**config.mk**
```make
export PLATFORM = sky130hd
export DESIGN_NAME = edc_ram
export DESIGN_NICKNAME = d
export VERILOG_FILES = /design/src/rtl/edc_ram.sv
export SDC_FILE = /design/constraint.sdc
export NUM_CORES = 1
export LEC_CHECK = 0
export ABC_AREA = 1
export BUFFER_PORTS_ARGS = -buffer_cell sky130_fd_sc_hd__buf_2
export CORE_MARGIN = 10
export CORE_UTILIZATION = 26
export DETAILED_ROUTE_END_ITERATION = 16
export GPL_ROUTABILITY_DRIVEN = 0
export PLACE_DENSITY_LB_ADDON = 0.1
export SLEW_MARGIN = 5
export SYNTH_ARGS = -nofsm -noshare
export SYNTH_HDL_FRONTEND = slang
export SYNTH_SLANG_ARGS = --single-unit
```
**constraint.sdc**
```tcl
create_clock -name clk -period 1.2 [get_ports clk]
set_input_delay 0.12 -clock clk [delete_from_list [all_inputs] [get_ports clk]]
set_output_delay 0.12 -clock clk [all_outputs]
set_load 0.02 [all_outputs]
```
**src/rtl/edc_ram.sv**
```systemverilog
// generic single-write, single-read synchronous ram with registered read data
// no dependencies
module edc_ram #(
  parameter int WIDTH = 8,
  parameter int DEPTH = 16
) (
  input  logic                     clk,
  input  logic                     we,
  input  logic [$clog2(DEPTH)-1:0] waddr,
  input  logic [WIDTH-1:0]         wdata,
  input  logic                     re,
  input  logic [$clog2(DEPTH)-1:0] raddr,
  output logic [WIDTH-1:0]         rdata
);

  logic [WIDTH-1:0] mem [DEPTH];
  logic [WIDTH-1:0] rdata_r;

  always_ff @(posedge clk) begin
    if (we) begin
      mem[waddr] <= wdata;
    end
    if (re) begin
      rdata_r <= mem[raddr];
    end
  end

  assign rdata = rdata_r;

endmodule

```
==> impl_metrics.ini, run 1 <==
[run_status]
status = finished, final reports clean

[critical_path]
critPathMaxFanout = 1
cp.arrival_ps = 1060
timing.critical_path.buf_inv = 1
cp_slowest_cell = edfxtp_1
worst_path_largest_cell_delay_ps = 480
path_class = flop to output port
crit_chain = buf_6
worstSetupStartpointType = flop
worst_path_dominant_cell_family = flip-flops
required_ps = 1080
end_kind = output port

[synthesis]
netlist.area_leader.share_pct = 69.8
async_flop_share_pct = 0
synth_seq_cells = 136
synth.largest_area_cell = edfxtp_1
synthesis.nets = 570
synth_flop_cell = edfxtp_1
synth_edf_count = 136
synth_area_per_cell_sq_um = 10.6
netlist_top_cells_area = edfxtp_1, nand2_1, nand3_1
synthMostInstantiatedCell = nand2_1
synth_warnings = 0
ys_types = 11
synth_cells = 551
yosys-top-cells-count = nand2_1, edfxtp_1, inv_1
ys_seq_area_share_pct = 69.8
netlist_area_sq_um = 5850

[floorplan]
core_area_sq_um = 22000
row_count = 54
die_x_um = 170
initial_core_util_pct = 26.6
io_pins = 27
dieArea_sq_um = 28900
die_y_um = 170

[run]
maxCapViolations = 0

[detailed_routing]
drtIter0Drc = 240
num_vias = 3850
drc_errors = 0
routedWlPerCell_um = 17.7
ant_nets = 0
finalWirelength_mm = 16.0
first_pass_iters = 4
vias_per_cell = 4.26

[timing]
slew_headroom_pct = 70.8
fmax_mhz = 845
fin_worst_skew_ps = 7.04
finalMaxSlewViolations = 0
finalSetupViolations = 0
hold_viol = 0
period_minus_slack_ps = 1180
rsz0062_at_grt = true
worst_pin_slew_ps = 437
timing.final.crit_share_pct = 98.6

[finish]
antenna_cells = 0
finalNonFillerCells = 904
nets = 630
fin_util_pct = 33.0
syn2layout_area_growth_pct = 24.0
drive_above_1_share_pct = 17.3

[power_and_ir_drop]
leakage_uw = 0.00309
p_per_area_nw_per_um2 = 1630
finalPower_uw = 11800
peakVddDrop_uv = 955

[clock_tree]
cts-root-buf = clkbuf_16
cts_setup_buffers = 0
cts_htree_levels = 4
cts_buffers = 17
clock_latency_ps = 410
cts_tree = built
cts_max_path_buffers = 2
clkTransAtPathRegs_ps = 60
hold_buffers = 0
clock_sinks = 136
cts_resized = 0

[placed_design]
hpwl_mm = 10.7
placedCellCount = 872
io_buffers = 26

[min_path]
hold_class = primary input to flop

[global_routing]
grt_max_degree = 35
antenna_found_initial = 0
overflow = 0
grt_usage_pct = 11.6
grt_pass1_vias = 4006
grt_pass1_wl_mm = 24.6
layout by cell type (no fill, tap or decap):
master,count
buf_2,25
clkinv_2,1
nand3_1,84
clkbuf_16,17
nand3_2,13
clkbuf_1,2
buf_4,32
clkinv_4,2
buf_12,7
clkinv_1,2
inv_1,100
nand2_1,173
buf_6,1
nand3b_1,2
bufinv_16,5
edfxtp_1,136
nor2_1,17
clkinvlp_4,3
inv_2,2
power by group:
group	leakage, uW	total [uW]	switching [uW]	internal [uW]
registers	0.00124	5390	35.4	5350
logic	0.00155	797	537	260
clock network	0.000298	5630	1960	3670
total	0.00309	11800	2530	9290
cell type report:
type	count	area (sq um)
multi-input cells	289	1280
clock inverters	13	203
inverters	102	383
well taps	280	350
flip-flops and latches	136	4080
clock buffers	19	433
fillers	2195	14700
repair buffers	65	517
kinds of logic after synthesis:
family                 synth area share (%)
flip-flops                             69.8
buffers and inverters                  9.39
AND/OR/NAND/NOR                        20.8
path summary, 6_finish.rpt:
kind / depth (start not counted) / slack [ps] / endpoint / from
max: 1 / 20 / rdata[2] / rdata[2]$_DFFE_PP_
min: 1 / 80 / rdata[3]$_DFFE_PP_ / re
max reg2reg: 6 / 50 / rdata[6]$_DFFE_PP_ / mem[0][6]$_DFFE_PP_
min reg2reg: 6 / 730 / rdata[4]$_DFFE_PP_ / mem[14][4]$_DFFE_PP_
state kept, by name (all words and copies together), names as in the netlist:
| signal | flops |
|---|---|
| mem | 128 |
| rdata | 8 |
through the flow:
stage	hold slack (ps)	setup slack [ps]	cell area [sq um]	setup TNS (ps)
floorplan	219	129	5850	0
global placement	511	-242	6540	-1420
detailed placement	504	-243	6540	-1730
CTS	68.2	0.924	7180	0
global route	70.3	-6.13	7250	-6.13
finish	84.2	16.6	7250	0
per-layer routing:
metal	track usage [%]	vias up	wire (um)
met3	2.75	9	862
li1	-	1906	-
met1	16.1	1861	7770
met2	17.5	74	7220
met4	3.81	0	159
met5	0	-	0
No activity file was read; power rests on OpenSTA's default activity.
==> inputs of run 2 (changes only) <==
- CORE_UTILIZATION: 26 -> 61
- PLACE_DENSITY: not set -> 0.76
- PLACE_DENSITY_LB_ADDON: 0.1 -> not set
==> run 2 against run 1 <==
  * The flow now finishes with violations (setup timing)
  * Final area down 5.4%
  * Clock power down 10%
  * Die area down 52%
  * Register-to-register slack about the same
  * Non-clock buffer count down 11
  * Largest power group is now registers
==> impl_metrics.ini, run 2 (same netlist as run 1, synthesis figures left out) <==
[timing]
period_minus_slack_ps = 1250
worst_pin_slew_ps = 647
holdWs_ps = 36.4
fmax_mhz = 799
finalSetupViolations = 4
slew_headroom_pct = 56.8
finalMaxSlewViolations = 0
hold_viol = 0
fin_worst_skew_ps = 7.88
timing.final.crit_share_pct = 104
setup_ws_ps = -51.2
rsz0062_at_grt = true

[finish]
nets = 619
syn2layout_area_growth_pct = 17.2
fin_util_pct = 73.8
largest_reg_flops = 128
drive_above_1_share_pct = 15.0
finalNonFillerCells = 741
layout_common_cells = nand2_1, edfxtp_1, inv_1
largest_register = mem
fillers = 633
final_common_cell = nand2_1
antenna_cells = 0

[floorplan]
dieArea_sq_um = 13900
core_area_sq_um = 9280
initial_core_util_pct = 63.0
die_x_um = 118
io_pins = 27
row_count = 35
die_y_um = 118

[detailed_routing]
vias_per_cell = 5.52
num_vias = 4094
ant_nets = 0
routedWlPerCell_um = 18.4
finalWirelength_mm = 13.6
first_pass_iters = 5
drc_errors = 0
drtIter0Drc = 446

[clock_tree]
cts-root-buf = clkbuf_8
clkTransAtPathRegs_ps = 60
cts_max_path_buffers = 2
cts_htree_levels = 4
clock_sinks = 136
clock_latency_ps = 520
cts_tree = built
cts_buffers = 17

[power_and_ir_drop]
finalPower_uw = 11200
leakage_uw = 0.00298
peakVddDrop_uv = 1140
p_per_area_nw_per_um2 = 1630

[critical_path]
cp_slowest_cell = edfxtp_1
path_class = flop to output port
cp.arrival_ps = 1130
worst_path_dominant_cell_family = flip-flops
crit_chain = buf_6
required_ps = 1080
critPathMaxFanout = 1
r2r_slack_ps = 40
worst_path_largest_cell_delay_ps = 450
timing.critical_path.buf_inv = 1
end_kind = output port
worstSetupStartpointType = flop

[run]
maxCapViolations = 0

[global_routing]
grt_max_degree = 33
overflow = 0
antenna_found_initial = 0
met2_usage_pct = 30.4
busiest_layer = met2
gr-usage-met3_pct = 5.08
grt_usage_pct = 19.4
grt_pass1_wl_mm = 21.0
met1_usage_pct = 25.5
grt_pass1_vias = 3834

[run_status]
status = finished with violations
violations = setup timing

[min_path]
hold_class = primary input to flop

[placed_design]
hpwl_mm = 8.34
io_buffers = 26
dp_slack_ps = -205
placedCellCount = 709
-- run 2: report_power, final --
part           total (uW)  switching (uW)  internal [uW]
clock                5040            1910           3130
combinational         728             503            225
sequential           5390            36.1           5350
total               11200            2450           8710
-- run 2: final timing paths --
path,from,to,depth (start not counted)
hold / removal,wdata[4],mem[12][4]$_DFFE_PP_,1
setup reg to reg,mem[3][3]$_DFFE_PP_,rdata[3]$_DFFE_PP_,6
hold reg to reg,mem[15][4]$_DFFE_PP_,rdata[4]$_DFFE_PP_,6
setup / recovery,rdata[2]$_DFFE_PP_,rdata[2],1
-- run 2: through the flow --
stage | cell area (sq um) | setup TNS (ps)
floorplan | 5850 | 0
global placement | 6200 | -736
detailed placement | 6200 | -1020
CTS | 6820 | -177
global route | 6860 | -254
finish | 6860 | -107
-- run 2: layer usage --
layer | part of all wire [%] | routed length [um]
met1 | 41 | 5640
met4 | 1.7 | 233
met2 | 48 | 6530
met3 | 9.0 | 1230
met5 | 0 | 0
-- run 2: what timing repair did --
item,4_1_cts,5_1_grt
resized for setup,10,8
cloned,0,0
setup buffers,0,0
pin swaps,0,0
setup endpoints to repair,5,10
hold buffers,1,0
endpoints found under the hold margin,8,0
-- run 2: worst reg2reg max path, stage by stage (launching register included) --
cell	delay [ps]
edfxtp_1	370
nand2_1	80
nand2_1	70
nand2_1	60
nand3_1	140
nand3_2	110
nand2_1	70
-- run 2: cell type report --
class,instances,area (sq um),share of cell area (%)
inverter,102,383,5.58
timing repair buffer,54,399,5.82
clock inverter,13,156,2.28
sequential,136,4080,59.6
multi-input combinational,289,1250,18.3
tap,129,161,2.35
clock buffer,18,418,6.10
