[src/rtl/edc_pkg.sv]
// shared types and constants for the raster edge density counter
// no dependencies; imported by edc_ram users, edc_edge_eval and the top level
package edc_pkg;

  localparam int MAX_COLS = 4096;
  localparam int MAX_ROWS = 4096;
  localparam int COL_W    = $clog2(MAX_COLS);
  localparam int ROW_W    = $clog2(MAX_ROWS);
  localparam int DIM_W    = 13;
  localparam int VAL_W    = 32;
  localparam int EDGE_W   = 27;
  localparam int AREA_W   = 25;
  localparam int INC_W    = 3;

  localparam int NUM_REGS  = 6;
  localparam int CFG_AW    = $clog2(NUM_REGS * 4);
  localparam int REG_IDX_W = CFG_AW - 2;
  localparam int CFG_DW    = 32;

  localparam logic [EDGE_W-1:0] EDGE_MAX = '1;
  localparam logic [AREA_W-1:0] AREA_MAX = '1;

  typedef enum logic [REG_IDX_W-1:0] {
    REG_REGION_COLS  = 3'd0,
    REG_REGION_ROWS  = 3'd1,
    REG_INCL_BORDER  = 3'd2,
    REG_FILTER_ON    = 3'd3,
    REG_PATCH_CLASS  = 3'd4,
    REG_MASK_ON      = 3'd5
  } edc_reg_t;

  typedef struct packed {
    logic signed [VAL_W-1:0] cell_value;
    logic                    cell_is_null;
    logic                    cell_in_mask;
  } edc_in_t;

  typedef struct packed {
    logic [EDGE_W-1:0] edge_count;
    logic [AREA_W-1:0] area_count;
  } edc_out_t;

  // one line buffer entry: the cell of the row above
  typedef struct packed {
    logic [VAL_W-1:0] value;
    logic             is_null;
    logic             masked;
  } edc_line_t;

  // neighborhood and mode seen by the edge evaluator
  typedef struct packed {
    logic [VAL_W-1:0] value;
    logic             cnull;
    logic             masked;
    logic [VAL_W-1:0] left_value;
    logic             left_null;
    logic             left_masked;
    logic [VAL_W-1:0] up_value;
    logic             up_null;
    logic             up_masked;
    logic             col_zero;
    logic             row_zero;
    logic             last_col;
    logic             last_row;
    logic             include_border;
    logic             filter_on;
    logic [VAL_W-1:0] patch_class;
  } edc_ctx_t;

endpackage

[src/rtl/edc_edge_eval.sv]
// per-cell edge increment from the cell, its left and upper neighbors and the mode
// depends on edc_pkg
module edc_edge_eval import edc_pkg::*; (
  input  edc_ctx_t         ctx,
  output logic [INC_W-1:0] edge_inc
);

  logic       val_ok;
  logic       left_ok;
  logic       up_ok;
  logic [3:0] hits;

  assign val_ok  = !ctx.filter_on || (ctx.value == ctx.patch_class);
  assign left_ok = !ctx.filter_on || (ctx.left_value == ctx.patch_class);
  assign up_ok   = !ctx.filter_on || (ctx.up_value == ctx.patch_class);

  always_comb begin
    hits = '0;
    if (!ctx.cnull) begin
      if (val_ok) begin
        if (ctx.include_border) begin
          hits[0] = ctx.left_null || (ctx.left_value != ctx.value);
          hits[1] = ctx.up_null || (ctx.up_value != ctx.value);
          hits[2] = ctx.last_row;
          hits[3] = ctx.last_col;
        end else begin
          hits[0] = !ctx.col_zero && !ctx.left_masked &&
                    (ctx.left_null || (ctx.left_value != ctx.value));
          hits[1] = !ctx.row_zero && !ctx.up_masked &&
                    (ctx.up_null || (ctx.up_value != ctx.value));
        end
      end
    end else if (ctx.include_border || !ctx.masked) begin
      // null cell: edges toward non-null neighbors of the wanted class
      hits[0] = !ctx.left_null && left_ok;
      hits[1] = !ctx.up_null && up_ok;
    end
    edge_inc = INC_W'($countones(hits));
  end

endmodule

[config.mk]
export PLATFORM = sky130hd
export DESIGN_NAME = edc_edge_eval
export DESIGN_NICKNAME = d
export VERILOG_FILES = /design/src/rtl/edc_pkg.sv /design/src/rtl/edc_edge_eval.sv
export SDC_FILE = /design/constraint.sdc
export NUM_CORES = 1
export LEC_CHECK = 0
export BUFFER_PORTS_ARGS = -buffer_cell sky130_fd_sc_hd__buf_2
export CORE_MARGIN = 2
export CORE_UTILIZATION = 39
export DETAILED_ROUTE_END_ITERATION = 16
export GPL_TIMING_DRIVEN = 1
export PLACE_DENSITY_LB_ADDON = 0.3
export REMOVE_ABC_BUFFERS = 1
export SLEW_MARGIN = 20
export SYNTH_ARGS = -nofsm -noshare
export SYNTH_HDL_FRONTEND = slang
export SYNTH_SLANG_ARGS = --single-unit
[constraint.sdc]
create_clock -name vclk -period 2.1
set_input_delay 0.105 -clock vclk [all_inputs]
set_output_delay 0.105 -clock vclk [all_outputs]
set_load 0.03 [all_outputs]
==> out/metrics.csv, run 1 <==
stage,metric,value,unit
synth,post-synthesis cell area,0.00188,mm^2
min_path,hold path endpoint,edge_inc[0],
setup_path,worst path arrival time,2.61,ns
synth,Synth Instances,232,
sta,Final Worst Setup Slack,-0.613,ns
synth,ranking of synthesized cells by area,"xnor2_1 73%, nand4_1 13%, nor4_1 2.7%, and4bb_2 1.3%, ha_1 1.3%",
global_routing,gr ovfl total,0,
sta,max frequency,369,MHz
setup_path,critical path type,in2out,
placement,Port Buf Inserts,143,
detailed_routing,initial DRC count,164,
final_layout,register area,0,um^2
final_layout,final net count,597,
placement,Post-DP Area,0.00323,mm^2
final_layout,Fillers,228,
die,Std-Cell Rows,25,
final_layout,P&R area growth vs syn,119,%
final_layout,FF+latch count,0,
outcome,outcome,"finished, violations left",
die,effective utilization at floorplan,0.401,
detailed_routing,DRC viols,0,
placement,GP Congestion,0.938,
setup_path,Worst Path Max Fanout,2,
die,DIE AREA,0.00540,mm^2
die,Core ar.,0.00469,mm^2
sta,Final Max Slew Viols,0,
detailed_routing,met2 WL,5150,um
pwr,Lkg Pwr,1.78,nW
placement,placed cells,503,
sta,period utilisation layout,1.29,
min_path,Worst Hold Class,in2out,
setup_path,Critical Path RT,2.00,ns
final_layout,Layout Cells excl Fill,508,
sta,RSZ-0062 raised after global routing,true,
synth,cell taking the most area after synthesis,xnor2_1,
pwr,VDD IR max,156,uV
sta,Final min period,2.71,ns
detailed_routing,DR WL met3,955,um
job,max-cap violation count,0,
global_routing,GRT Total Usage,0.311,
pwr,pwr/cell area,241,mW/mm^2
global_routing,largest net degree at the start of global routing,6,
synth,Netlist cell types,17,
sta,"Hold Vio Cnt, Final",0,
outcome,failing checks,setup timing,
detailed_routing,vias per cell,5.53,
synth,synth warn,0,
die,I/O pin count,143,
detailed_routing,first-pass iteration count of the detailed router,5,
detailed_routing,uppermost layer routed,met4,
global_routing,global-route wire length before repair,12700,um
global_routing,vias in the first global route,2733,
sta,actual slew at the worst max-slew pin,0.364,ns
min_path,Hold Startpoint,ctx[34],
sta,Sum Neg Setup Slack,-1.65,ns
setup_path,crit path capture type,output pin,
setup_path,Startpoint Class,input port,
detailed_routing,via count,2810,
detailed_routing,wire length per cell,19.9,um
synth,Synth Area per Inst,8.12,um^2
synth,register area share after synthesis,0,
die,die extent in x,73.5,um
sta,Final Setup Violations,3,
final_layout,share of cells above drive strength 1,0.655,
detailed_routing,Routed met1 length,3480,um
detailed_routing,DRT Wirelength,10100,um
synth,Yosys top cell area share,0.735,
final_layout,"Core Util, Final",0.877,
sta,Max transition margin,0.756,
final_layout,Final Cell Area,0.00412,mm^2
detailed_routing,post-route ant nets,0,
clock_tree,# hold bufs at CTS,0,
min_path,worst hold stages,4,
placement,DP HPWL,7270,um
final_layout,area of the multi-input gates,0.00250,mm^2
final_layout,Clock buffer cells,0,
global_routing,initial antenna violation count,2,
die,Die Y,73.5,um
sta,hold slack,0.803,ns
==> cell usage after synthesis, drive strengths merged <==
cell    number
xnor2      158
nand4       38
nor4         8
nor2         4
nor3         4
a21boi       3
a31o         2
and4bb       2
ha           2
nand3        2
o32ai        2
or2          2
xor2         2
fa           1
inv          1
o21ai        1
==> stage by stage <==
stage | total power, mW | setup WS [ns]
final | 0.992 | -0.613
after global routing | 1.03 | -0.623
after CTS | 0.866 | -0.341
after detailed placement | 0.746 | -0.594
after global placement | 0.736 | -0.522
after floorplan | 0.324 | -0.141
==> how the worst max path moves through the flow <==
stage / end / slack (ns) / startpoint
after floorplan: edge_inc[1] / -0.14 / ctx[112]
after global placement: edge_inc[1] / -0.52 / ctx[9]
after detailed placement: edge_inc[1] / -0.59 / ctx[114]
after CTS: edge_inc[1] / -0.34 / ctx[133]
after global routing: edge_inc[1] / -0.62 / ctx[69]
final: edge_inc[1] / -0.61 / ctx[69]
==> what timing repair did <==
item	in CTS	in global routing
pin swaps	37	39
resized for setup	89	61
buffers inserted	4	0
setup endpoints to repair	3	3
==> cell usage in the layout, fill, tap and decap left out, types with 2 or more instances in the layout <==
master / netlist / routed
buf_2: 0 / 112
xnor2_1: 158 / 105
buf_4: 0 / 69
xnor2_2: 0 / 46
nand4_1: 38 / 38
buf_6: 0 / 34
xnor2_4: 0 / 7
nor4_2: 0 / 7
nor2_1: 4 / 4
buf_8: 0 / 4
a21boi_2: 0 / 3
diode_2: 0 / 2
xor2_1: 2 / 2
nor3_1: 4 / 2
nand3_1: 2 / 2
nor3_2: 0 / 2
or2_2: 2 / 2
o32ai_4: 0 / 2
and4bb_2: 2 / 2
==> critical path, cell delays in order <==
cell	delay [ns]
buf_2	0.13
xnor2_1	0.27
nand4_1	0.20
nor4_2	0.42
buf_4	0.20
a31o_4	0.16
o32ai_4	0.09
fa_1	0.47
ha_2	0.20
ha_4	0.26
buf_6	0.12
==> cells by family after synthesis <==
family | after synthesis | synth area share
XOR/XNOR | 160 | 0.744
AND/OR/NAND/NOR | 60 | 0.197
AO/OA/AOI/OAI | 8 | 0.0332
adder cells (fa/ha/maj) | 3 | 0.0239
buffers and inverters | 1 | 0.00199
==> routing by layer <==
layer  global-route usage  up-vias
li1                     -     1266
met5                    0        -
met2                0.586      201
met3               0.0288       46
met4               0.0828        0
met1                0.370     1297
==> cell type report <==
cell class / instances / share of cell area
repair buffers: 220 / 0.375
multi-input cells: 231 / 0.607
well taps: 54 / 0.0164
diodes: 2 / 0.00122
inverters: 1 / 0.000912
==> report_power, final <==
group          switching (mW)   total [mW]  internal, mW  leakage (nW)
registers                   0            0             0             0
logic                   0.443        0.992         0.549          1.78
clock network               0  0.000000127   0.000000127     0.0000127
No activity file was read; power rests on OpenSTA's default activity.
==> inputs of run 2 (changes only) <==
--- a/config.mk
+++ b/config.mk
@@ -5,9 +5,10 @@
 export SDC_FILE = /design/constraint.sdc
 export NUM_CORES = 1
 export LEC_CHECK = 0
+export ABC_AREA = 1
 export BUFFER_PORTS_ARGS = -buffer_cell sky130_fd_sc_hd__buf_2
 export CORE_MARGIN = 2
-export CORE_UTILIZATION = 39
+export CORE_UTILIZATION = 42
 export DETAILED_ROUTE_END_ITERATION = 16
 export GPL_TIMING_DRIVEN = 1
 export PLACE_DENSITY_LB_ADDON = 0.3
==> run 2 against run 1 <==
The flow still finishes with violations (setup timing). Core utilization down 21 points. Clock-buffer cell count unchanged. Highest routed layer unchanged. Routed wire length down 24%. Non-clock buffer count down 71. Critical endpoint unchanged. Via count up 15%. Final cell count up 37%. Critical path depth up 2. Fmax up 24%. Die area up 19%. Largest cell class unchanged. Global-route usage down 7.8 points. Hold slack worse by 0.017 ns.
==> out/metrics.csv, run 2 <==
stage,metric,value,unit
outcome,outcome,"finished, violations left",
outcome,failing checks,setup timing,
setup_path,Critical Path RT,2.00,ns
synth,Netlist cell types,21,
setup_path,critical path type,in2out,
placement,DP HPWL,6330,um
setup_path,worst path arrival time,2.08,ns
final_layout,"most common cell after layout, fill and taps aside",nand2_1,
final_layout,register area,0,um^2
die,Core ar.,0.00554,mm^2
final_layout,final net count,770,
setup_path,Worst Path Max Fanout,4,
synth,register area share after synthesis,0,
detailed_routing,initial DRC count,80,
die,Die Y,80.1,um
setup_path,critical path's top delay family,adder cells,
setup_path,"slowest stage delay, CP",0.44,ns
detailed_routing,DRT Wirelength,7730,um
setup_path,WP buf/inv,2,
final_layout,ant diodes,0,
detailed_routing,vias per cell,4.62,
synth,post-synthesis cell area,0.00243,mm^2
die,Std-Cell Rows,27,
synth,Synth Area per Inst,5.11,um^2
sta,Sum Neg Setup Slack,-0.0877,ns
setup_path,Startpoint Class,input port,
detailed_routing,post-route ant nets,0,
sta,RSZ-0062 raised after global routing,true,
die,die extent in x,80.1,um
final_layout,FF+latch count,0,
global_routing,initial antenna violation count,0,
sta,Max transition margin,0.872,
placement,Port Buf Inserts,143,
setup_path,slowest CP cell,fa_1,
setup_path,crit path capture type,output pin,
sta,Final min period,2.19,ns
die,effective utilization at floorplan,0.439,
placement,GP Congestion,0.813,
detailed_routing,first-pass iteration count of the detailed router,4,
placement,placed cells,696,
detailed_routing,via count,3222,
final_layout,Layout Cells excl Fill,697,
global_routing,global-route wire length before repair,12400,um
synth,ranking of synthesized cells by area,"xnor2_1 34%, nand2_1 27%, nor2_1 9.9%, inv_1 9.3%, nand3_1 4.1%",
sta,Final Setup Violations,1,
detailed_routing,wire length per cell,11.1,um
global_routing,vias in the first global route,3036,
pwr,pwr/cell area,207,mW/mm^2
global_routing,gr ovfl total,0,
synth,most common cell in the netlist,nand2_1,
sta,period utilisation layout,1.04,
die,I/O pin count,143,
detailed_routing,DRC viols,0,
synth,cell taking the most area after synthesis,xnor2_1,
final_layout,Fillers,510,
setup_path,worst setup path startpoint,ctx[136],
sta,actual slew at the worst max-slew pin,0.190,ns
synth,most frequent cells after synthesis,"178 x nand2_1, 95 x xnor2_1, 64 x nor2_1",
min_path,Hold Startpoint,ctx[34],
synth,synth warn,0,
sta,Final Max Slew Viols,0,
clock_tree,# hold bufs at CTS,0,
sta,"Hold Vio Cnt, Final",0,
pwr,Lkg Pwr,1.92,nW
sta,Final Worst Setup Slack,-0.0877,ns
min_path,Worst Hold Class,in2out,
synth,Yosys top cell area share,0.342,
sta,max frequency,457,MHz
die,DIE AREA,0.00642,mm^2
global_routing,GRT Total Usage,0.233,
final_layout,"commonest cells after routing, fill and taps aside","172 x nand2_1, 107 x buf_2, 78 x xnor2_1",
job,max-cap violation count,0,
pwr,Design Power,0.765,mW
setup_path,ordered list of cells on the worst path,buf_2 -> xnor2_1 -> nand2_1 -> nor2_1 -> nand2_1 -> nor2_1 -> nand3_1 -> nand3_2 -> nand2_2 -> fa_1 -> ha_2 -> ha_4 -> buf_6,
final_layout,P&R area growth vs syn,51.9,%
pwr,VDD IR max,113,uV
final_layout,share of cells above drive strength 1,0.330,
synth,Synth Instances,476,
final_layout,Clock buffer cells,0,
global_routing,largest net degree at the start of global routing,6,
[run 2: cell types whose count changed in the layout (fill, tap and decap cells not counted), sizes merged, moves of 6 or more]
cell,delta
nand2,+179
nor4,-8
nand3,+18
nor2,+63
or2,+6
buf,-71
nand4,-33
xnor2,-63
o21ai,+16
inv,+65
[run 2: cell families (layout without fill, tap and decap cells)]
family,after synthesis,count (layout),synth area share
AND/OR/NAND/NOR,282,282,0.465
adder cells (fa/ha/maj),3,3,0.0185
buffers and inverters,68,217,0.105
XOR/XNOR,102,102,0.367
AO/OA/AOI/OAI,21,21,0.0442
[run 2: timing repair]
action | CTS | global route
setup buffers | 0 | 1
pin swaps | 49 | 37
setup endpoints to repair | 3 | 3
gates resized for setup | 69 | 46
[run 2: stage by stage]
step / hold WS (ns) / setup slack (ns) / util / instance area [um^2]
after floorplan: 0.669 / 0.139 / - / 2430
after detailed placement: 0.792 / -0.257 / 0.591 / 3280
final: 0.787 / -0.0877 / 0.667 / 3700
after global placement: 0.796 / -0.225 / 0.591 / 3280
after global routing: 0.842 / -0.229 / 0.667 / 3700
after CTS: 0.760 / -0.106 / 0.642 / 3560
[run 2: final timing paths]
check,depth (start not counted),to,slack [ns]
max,13,edge_inc[1],-0.09
min,5,edge_inc[0],0.79
[run 2: power breakdown]
group | total (mW) | internal (mW) | switching (mW)
registers | 0 | 0 | 0
logic | 0.765 | 0.391 | 0.374
clock network | 0 | 0 | 0
total | 0.765 | 0.391 | 0.374
[run 2: final cells by class]
class / count / area (um^2) / area share
well taps: 72 / 90.1 / 0.0244
repair buffers: 149 / 967 / 0.262
inverters: 68 / 263 / 0.0711
multi-input cells: 408 / 2380 / 0.643
[run 2: tightest hold or removal path: stages]
cell	delay, ns
buf_2	0.08
nand3_1	0.08
nor2_2	0.11
ha_2	0.18
buf_6	0.12
[run 2: metal layers]
metal  global-route usage  up-vias  part of all wire
met3              0.00899        8             0.051
met2                0.460      105              0.51
li1                     -     1726                 -
met1                0.281     1383              0.42
met4               0.0322        0             0.011
met5                    0        -                 0
